## config.mk

```make
export PLATFORM = sky130hd
export DESIGN_NAME = cascaded_dual_interrupt_controller_unit
export DESIGN_NICKNAME = d
export VERILOG_FILES = /design/src/design/cdic_pkg.sv /design/src/design/cascaded_dual_interrupt_controller_unit.sv
export SDC_FILE = /design/constraint.sdc
export NUM_CORES = 1
export LEC_CHECK = 0
export BUFFER_PORTS_ARGS = -buffer_cell sky130_fd_sc_hd__buf_2
export CORE_MARGIN = 4
export CORE_UTILIZATION = 55
export CTS_BUF_LIST = sky130_fd_sc_hd__clkbuf_8 sky130_fd_sc_hd__clkbuf_16
export DETAILED_ROUTE_END_ITERATION = 8
export PLACE_DENSITY = 0.8
export SYNTH_ARGS = -nofsm -noshare
export SYNTH_HDL_FRONTEND = slang
export SYNTH_SLANG_ARGS = --single-unit
```

## constraint.sdc

```tcl
create_clock -name aclk -period 5.9 [get_ports aclk]
set_clock_uncertainty 0.2 [all_clocks]
set_input_delay 0.295 -clock aclk [delete_from_list [all_inputs] [get_ports aclk]]
set_output_delay 0.295 -clock aclk [all_outputs]
set_load 0.005 [all_outputs]
```

## src/design/cdic_pkg.sv

```systemverilog
// Shared types and codes for the cascaded interrupt controller pair.
// No dependencies; imported by cascaded_dual_interrupt_controller_unit.
package cdic_pkg;

    localparam int unsigned NUM_CHIPS   = 2;
    localparam int unsigned S_DATA_W    = 16;
    localparam int unsigned S_USER_W    = 2;
    localparam int unsigned M_DATA_W    = 24;
    localparam int unsigned M_USER_W    = 2;

    typedef enum logic [1:0] {
        ACT_RAISE = 2'd0,
        ACT_READ  = 2'd1,
        ACT_WRITE = 2'd2,
        ACT_ACK   = 2'd3
    } action_t;

    typedef enum logic [1:0] {
        PH_NORMAL = 2'd0,
        PH_ICW2   = 2'd1,
        PH_ICW3   = 2'd2,
        PH_ICW4   = 2'd3
    } init_phase_t;

    localparam logic [7:0] CMD_READ_IRR  = 8'h0A;
    localparam logic [7:0] CMD_READ_ISR  = 8'h0B;
    localparam logic [7:0] CMD_EOI       = 8'h20;
    localparam logic [7:0] CMD_SEOI      = 8'h60;
    localparam logic [7:0] CMD_SEOI_MASK = 8'hF8;
    localparam int unsigned ICW1_BIT     = 4;
    localparam logic [3:0] IRQ_CASCADE   = 4'd2;
    localparam logic [7:0] MASK_ALL      = 8'hFF;
    localparam logic [4:0] BASE_MASTER   = 5'd1;
    localparam logic [4:0] BASE_SLAVE    = 5'd14;

    typedef struct packed {
        logic [3:0] irq_line;
        logic [7:0] write_data;
        logic       port_offset;
        logic       chip_select;
        action_t    action;
    } item_t;

    typedef struct packed {
        logic [4:0] int_request;
        logic       bad_irq;
        logic       vector_valid;
        logic [7:0] vector;
        logic [7:0] read_data;
    } result_t;

    // Highest-priority ready line plus one, order 0,1,8..15,2..7; zero if none
    function automatic logic [4:0] encode_priority(input logic [7:0] m_rdy,
                                                   input logic [7:0] s_rdy);
        logic [4:0] r;
        r = '0;
        for (int b = 7; b >= 2; b--) begin
            if (m_rdy[b]) r = 5'(b + 1);
        end
        for (int b = 7; b >= 0; b--) begin
            if (s_rdy[b]) r = 5'(b + 9);
        end
        if (m_rdy[1]) r = 5'd2;
        if (m_rdy[0]) r = 5'd1;
        return r;
    endfunction

endpackage

```

## src/design/cascaded_dual_interrupt_controller_unit.sv

```systemverilog
// Throughput: one item per cycle while the result output is not stalled.
// An input register holds the item, one pass of logic updates both chips and
// the pending line, and a result register holds the outcome until taken.
// aresetn (synchronous, active low) clears requests and in-service bits, masks
// all lines, restores vector bases (master 1, slave 14) and empties both stages.
// Depends on cdic_pkg.
module cascaded_dual_interrupt_controller_unit (
    input  logic                             aclk,
    input  logic                             aresetn,
    input  logic                             s_axis_tvalid,
    output logic                             s_axis_tready,
    // chip_select[0], port_offset[1], write_data[9:2], irq_line[13:10], zeros above
    input  logic [cdic_pkg::S_DATA_W-1:0]    s_axis_tdata,
    // action[1:0]
    input  logic [cdic_pkg::S_USER_W-1:0]    s_axis_tuser,
    output logic                             m_axis_tvalid,
    input  logic                             m_axis_tready,
    // read_data[7:0], vector[15:8], int_request[20:16], zeros above
    output logic [cdic_pkg::M_DATA_W-1:0]    m_axis_tdata,
    // vector_valid[0], bad_irq[1]
    output logic [cdic_pkg::M_USER_W-1:0]    m_axis_tuser
);
    import cdic_pkg::*;

    logic          in_valid_reg;
    item_t         in_item_reg;
    logic          out_valid_reg;
    result_t       out_res_reg;
    result_t       res_next;
    logic          advance;
    logic          fire;

    logic [7:0]    irr_reg   [NUM_CHIPS];
    logic [7:0]    isr_reg   [NUM_CHIPS];
    logic [7:0]    imr_reg   [NUM_CHIPS];
    logic [4:0]    base_reg  [NUM_CHIPS];
    logic          rss_reg   [NUM_CHIPS];
    init_phase_t   phase_reg [NUM_CHIPS];
    logic          icw4_reg  [NUM_CHIPS];
    logic [4:0]    pend_reg;

    logic [7:0]    irr_next   [NUM_CHIPS];
    logic [7:0]    isr_next   [NUM_CHIPS];
    logic [7:0]    imr_next   [NUM_CHIPS];
    logic [4:0]    base_next  [NUM_CHIPS];
    logic          rss_next   [NUM_CHIPS];
    init_phase_t   phase_next [NUM_CHIPS];
    logic          icw4_next  [NUM_CHIPS];
    logic [4:0]    pend_next;

    assign advance       = !out_valid_reg || m_axis_tready;
    assign fire          = in_valid_reg && advance;
    assign s_axis_tready = !in_valid_reg || advance;

    always_comb begin
        logic [4:0] ack_p;
        logic [3:0] ack_n;
        logic       ack_hit;
        logic       reload;
        logic       sel;
        logic [7:0] d;
        logic [7:0] rdy_m;
        logic [7:0] rdy_s;

        d       = in_item_reg.write_data;
        sel     = in_item_reg.chip_select;
        ack_p   = encode_priority(irr_reg[0] & ~isr_reg[0] & ~imr_reg[0],
                                  irr_reg[1] & ~isr_reg[1] & ~imr_reg[1]);
        ack_n   = 4'(ack_p - 5'd1);
        ack_hit = (in_item_reg.action == ACT_ACK) && (ack_p != '0);
        reload  = 1'b0;
        res_next = '0;

        for (int c = 0; c < NUM_CHIPS; c++) begin
            irr_next[c]   = irr_reg[c];
            isr_next[c]   = isr_reg[c];
            imr_next[c]   = imr_reg[c];
            base_next[c]  = base_reg[c];
            rss_next[c]   = rss_reg[c];
            phase_next[c] = phase_reg[c];
            icw4_next[c]  = icw4_reg[c];

            if (in_item_reg.action == ACT_RAISE && in_item_reg.irq_line != IRQ_CASCADE
                    && in_item_reg.irq_line[3] == 1'(c)) begin
                irr_next[c] = irr_reg[c] | (8'd1 << in_item_reg.irq_line[2:0]);
                reload      = 1'b1;
            end

            if (in_item_reg.action == ACT_WRITE && sel == 1'(c)) begin
                if (!in_item_reg.port_offset) begin
                    priority if (d[ICW1_BIT]) begin
                        phase_next[c] = PH_ICW2;
                        imr_next[c]   = MASK_ALL;
                        isr_next[c]   = '0;
                        irr_next[c]   = '0;
                        icw4_next[c]  = d[0];
                    end else if (d == CMD_READ_IRR) begin
                        rss_next[c] = 1'b0;
                    end else if (d == CMD_READ_ISR) begin
                        rss_next[c] = 1'b1;
                    end else if (d == CMD_EOI) begin
                        isr_next[c] = isr_reg[c] & (isr_reg[c] - 8'd1);
                        reload      = 1'b1;
                    end else if ((d & CMD_SEOI_MASK) == CMD_SEOI) begin
                        isr_next[c] = isr_reg[c] & ~(8'd1 << d[2:0]);
                        reload      = 1'b1;
                    end else begin
                        // Drop unknown commands
                        rss_next[c] = rss_reg[c];
                    end
                end else begin
                    unique case (phase_reg[c])
                        PH_NORMAL: imr_next[c] = d;
                        PH_ICW2: begin
                            base_next[c]  = d[7:3];
                            phase_next[c] = PH_ICW3;
                        end
                        PH_ICW3:   phase_next[c] = icw4_reg[c] ? PH_ICW4 : PH_NORMAL;
                        default:   phase_next[c] = PH_NORMAL;
                    endcase
                end
            end

            if (ack_hit && ack_n[3] == 1'(c)) begin
                isr_next[c] = isr_reg[c] | (8'd1 << ack_n[2:0]);
                irr_next[c] = irr_reg[c] & ~(8'd1 << ack_n[2:0]);
            end
        end

        rdy_m = irr_next[0] & ~isr_next[0] & ~imr_next[0];
        rdy_s = irr_next[1] & ~isr_next[1] & ~imr_next[1];

        priority if (ack_hit) begin
            pend_next = '0;
        end else if (reload) begin
            pend_next = encode_priority(rdy_m, rdy_s);
        end else begin
            pend_next = pend_reg;
        end

        unique case (in_item_reg.action)
            ACT_RAISE: res_next.bad_irq = (in_item_reg.irq_line == IRQ_CASCADE);
            ACT_READ: begin
                if (in_item_reg.port_offset) begin
                    res_next.read_data = sel ? imr_reg[1] : imr_reg[0];
                end else if (sel) begin
                    res_next.read_data = rss_reg[1] ? isr_reg[1] : irr_reg[1];
                end else begin
                    res_next.read_data = rss_reg[0] ? isr_reg[0] : irr_reg[0];
                end
            end
            ACT_WRITE: res_next.read_data = '0;
            ACT_ACK: begin
                if (ack_hit) begin
                    res_next.vector_valid = 1'b1;
                    res_next.vector = {(ack_n[3] ? base_reg[1] : base_reg[0]), ack_n[2:0]};
                end
            end
            default: res_next.read_data = '0;
        endcase
        res_next.int_request = pend_next;
    end

    always_ff @(posedge aclk) begin
        if (!aresetn) begin
            in_valid_reg  <= 1'b0;
            out_valid_reg <= 1'b0;
            pend_reg      <= '0;
            for (int c = 0; c < NUM_CHIPS; c++) begin
                irr_reg[c]   <= '0;
                isr_reg[c]   <= '0;
                imr_reg[c]   <= MASK_ALL;
                rss_reg[c]   <= 1'b0;
                phase_reg[c] <= PH_NORMAL;
                icw4_reg[c]  <= 1'b0;
            end
            base_reg[0] <= BASE_MASTER;
            base_reg[1] <= BASE_SLAVE;
        end else begin
            if (s_axis_tready) begin
                in_valid_reg <= s_axis_tvalid;
            end
            if (advance) begin
                out_valid_reg <= in_valid_reg;
            end
            if (fire) begin
                pend_reg <= pend_next;
                for (int c = 0; c < NUM_CHIPS; c++) begin
                    irr_reg[c]   <= irr_next[c];
                    isr_reg[c]   <= isr_next[c];
                    imr_reg[c]   <= imr_next[c];
                    base_reg[c]  <= base_next[c];
                    rss_reg[c]   <= rss_next[c];
                    phase_reg[c] <= phase_next[c];
                    icw4_reg[c]  <= icw4_next[c];
                end
            end
        end
    end

    always_ff @(posedge aclk) begin
        if (s_axis_tready && s_axis_tvalid) begin
            in_item_reg <= item_t'({s_axis_tdata[13:0], s_axis_tuser});
        end
        if (fire) begin
            out_res_reg <= res_next;
        end
    end

    assign m_axis_tvalid = out_valid_reg;
    assign m_axis_tdata  = {3'b000, out_res_reg.int_request,
                            out_res_reg.vector, out_res_reg.read_data};
    assign m_axis_tuser  = {out_res_reg.bad_irq, out_res_reg.vector_valid};

    logic [4:0] ack_probe;
    assign ack_probe = encode_priority(irr_reg[0] & ~isr_reg[0] & ~imr_reg[0],
                                       irr_reg[1] & ~isr_reg[1] & ~imr_reg[1]);

    a_ack_clears_pending: assert property (@(posedge aclk) disable iff (!aresetn)
        m_axis_tvalid && m_axis_tuser[0] |-> m_axis_tdata[20:16] == 5'd0)
        else $error("acknowledge left the pending line set");

    a_flags_exclusive: assert property (@(posedge aclk) disable iff (!aresetn)
        m_axis_tvalid |-> !(m_axis_tuser[0] && m_axis_tuser[1]))
        else $error("vector and bad IRQ flagged together");

    a_stall_only_full: assert property (@(posedge aclk) disable iff (!aresetn)
        !s_axis_tready |-> in_valid_reg && out_valid_reg && !m_axis_tready)
        else $error("input stalled with room to advance");

    a_ack_sets_service: assert property (@(posedge aclk) disable iff (!aresetn)
        fire && in_item_reg.action == ACT_ACK && !in_item_reg.irq_line[3]
        && (ack_probe != 5'd0) |=> (isr_reg[0] | isr_reg[1]) != 8'd0)
        else $error("acknowledge did not mark a line in service");

endmodule
```

==> metrics.md <==
| Metric | Value |
|---|---|
| Outcome | completed |
| Tmin final | approximately 5.5 ns |
| RSZ-0062 raised after global routing | false |
| Power Total | 1.81 mW |
| CP Cell Sequence | nor3b_1 > a21oi_1 > o21ai_0 > a21oi_1 > nor2_1 > nor2_1 > o21ba_2 > o21bai_1 > inv_1 > ha_1 > or3_1 > o211ai_1 > buf_4 > nand2_1 > a32oi_1 > o22ai_2 > nor4b_4 > o41ai_2 > a21oi_1 > a31o_1 |
| Fin crit share | 0.939 |
| Sw Pwr | about 0.49 mW |
| Initial Util | 0.564 |
| Vias in the first global route | approximately 6200 |
| Clock Tree Buf Depth | 2 |
| WL/cell | about 25 um |
| CP Capture Type | register |
| Synth unique cells | between 80 and 90 |
| WHS Path Cells | 3 |
| Worst Tran Pin Value | around 1.3 ns |
| Syn Area/Cell | 9.79 sq um |
| Most frequent cells in the layout | 105 x edfxtp_1, 67 x nand2_1, 65 x nor2_1 |
| H-tree levels | 3 |
| TritonCTS Sinks | 112 |
| Largest net degree at the start of global routing | 50 |
| Post-Layout Cell Count | around 950 |
| GRT met2 Usage | 0.506 |
| P_leak | between 2 and 3 nW |
| Seq cells post-synth | between 100 and 150 |
| Type of origin of the critical path | register |
| Setup Viol. Count Final | 0 |
| Max FFs per register | 21 |
| Clk root buf | clkbuf_16 |
| Power Density | roughly 230 nW/um^2 |
| TNS Setup | 0 ns |
| Yosys warning total | 0 |
| WP buf/inv | 2 |
| Reg2Reg Depth | 20 |
| Logic pwr share | 0.098 |
| Met3 Resource Use GR | 0.0548 |
| Die width | around 120 um |
| Grt peak-use layer | met2 |
| Num CTS Buffers | 9 |
| Commonest non-fill, non-tap cell in the layout | edfxtp_1 |
| Sw frac | 0.270 |
| Fraction of the yosys area taken by sequential cells | 0.461 |
| Top FF cell, synth | edfxtp_1 |
| GR met1 Demand/Resource | 0.455 |
| Synth Instances | 730 |
| Worst slew margin | 0.142 |
| CTS tree | yes |
| Fin. Hold Viols | 0 |
| Final WS setup | 0.362 ns |
| Die H | 122 um |
| # diodes | 0 |
| VDD IR max | between 0.0001 and 0.00015 V |
| Post-synth EDFFs | about 110 |
| Req. time, crit path | just under 6 ns |
| Fraction of layout cells with a size suffix above 1 | 0.151 |
| Initial antenna violation count | 0 |
| Routed WL | between 20000 and 25000 um |
| Drt drc | 0 |
| Clock power share | 0.372 |
| Antenna Nets Post-Route | 0 |
| Async SR Flop Fraction | 0 |
| Core area | 12700 sq um |
| Routed via count | 6607 |
| Pre-CTS WS | ~0.44 ns |
| Fillers | around 1100 |
| Initial DRC Count | 1055 |
| Critical path depth | 20 |
| Max Fanout on Critical Path | 7 |
| Synth-to-Final Area Change | 12.5% |
| Delay-heaviest family, CP | compound AO/OA/AOI/OAI gates |
| Fin nets | ~800 |
| Clock Latency Late Sink | approximately 0.37 ns |
| Fmax | roughly 0.18 GHz |
| Crit path DAT | approximately 5.5 ns |
| # IOs | 50 |
| Slew Viols, Final | 0 |
| Hold Crit Class | in -> reg |
| Mapped cell area | around 7100 sq um |
| Cell internal pwr | 1.32 mW |
| Global-route wire length before repair | 36400 um |
| Total GRT Usage | 0.329 |
| CP dominant cell by count | a21oi_1 |
| Vias per cell | between 6 and 7 |
| Clk slew on worst S/H paths | 0.09 ns |
| HPWL after DPL | 17500 um |
| GP Congestion | 1.02 |
| Critical path's slowest cell | nor3b_1 |
| GRT overflow | 0 |
| TritonRoute pass-1 iters | 6 |
| Worst path max stage delay | ~0.60 ns |
| Port bufs | 44 |
| Placement row count | just over 40 |
| Die area | about 15000 sq um |
| Max Cap Violations | 0 |
| CP Class | reg -> reg |
| Placed cells | 920 |
| Sequential power share | 0.530 |
| Worst hold-check slack | about 0.084 ns |
## tightest hold or removal path, cell delays in order
cell and delay, ns:
buf_2 0.08, nor2b_1 0.07, o21a_1 0.16
## cell type report
class | instances | area, sq um | area share
Multi-Input combinational cell | 557 | 3610 | 0.449
Sequential cell | 112 | 3290 | 0.409
Timing Repair Buffer | 81 | 541 | 0.0672
Clock buffer | 9 | 225 | 0.0280
Tap cell | 172 | 215 | 0.0268
Clock inverter | 7 | 103 | 0.0128
Inverter | 15 | 56.3 | 0.00700
## per-stage QoR
| step | utilization | instance area [sq um] |
|---|---|---|
| final | 0.635 | 8040 |
| after global routing | 0.635 | 8040 |
| after CTS | 0.634 | 8040 |
| after detailed placement | 0.595 | 7540 |
| after global placement | 0.595 | 7540 |
| after floorplan | - | 7160 |
## per-layer routing
metal | share of wire | wire (um)
met5 | 0 | 0
met1 | 0.39 | 9440
met3 | 0.11 | 2730
met2 | 0.45 | 10900
met4 | 0.047 | 1130
## logic make-up (layout without fill, tap and decap cells)
| group | count (synthesis) | in the layout | synth area share |
|---|---|---|---|
| AOI/OAI and AO/OA | 213 | 213 | 0.212 |
| xor gates and xnor gates | 2 | 2 | 0.00245 |
| adders and majority gates | 11 | 11 | 0.0193 |
| buffers and inverters | 63 | 112 | 0.0366 |
| DFF | 112 | 112 | 0.461 |
| muxes | 33 | 33 | 0.0476 |
| other | 1 | 3 | 0.000525 |
| and+or+nand+nor | 295 | 295 | 0.221 |
## synthesized netlist by cell type, types with 10 or more instances
cell / count / area (sq um)
clkbuf_1: 35 / 131
inv_1: 15 / 56.3
and3_1: 11 / 68.8
nand2_1: 68 / 255
o21ai_0: 31 / 155
a21oi_1: 51 / 255
nand2b_1: 16 / 100
nor3b_1: 13 / 97.6
nor3_1: 15 / 75.1
nor2_1: 65 / 244
a211oi_1: 19 / 143
mux2i_1: 25 / 250
ha_1: 11 / 138
nand3_1: 28 / 140
and2_1: 15 / 93.8
o22ai_1: 10 / 62.6
edfxtp_1: 105 / 3150
a31oi_1: 11 / 68.8
## what timing repair did
item	4_1_cts	5_1_grt
setup endpoints to repair	0	2
setup buffers	0	0
hold buffers	17	0
hold endpoints to repair	17	0
gates resized for setup	0	1
## power by group through the flow
stage / registers (mW) / clock network [mW] / logic, mW
detailed placement: 0.974 / 0 / 0.162
floorplan: 0.945 / 0 / 0.121
global route: 0.963 / 0.706 / 0.190
finish: 0.960 / 0.673 / 0.177
CTS: 0.956 / 0.676 / 0.172
global placement: 0.972 / 0 / 0.157
## path summary, 6_finish.rpt
kind,startpoint,end,slack [ns]
setup / recovery,isr_reg[0][2],m_axis_tdata[17],0.36
setup reg to reg,isr_reg[0][2],m_axis_tdata[17],0.36
hold / removal,m_axis_tready,m_axis_tvalid,0.08
hold reg to reg,pend_reg[2],pend_reg[2],0.28
Note: power is estimated with default switching activity, not from simulation.
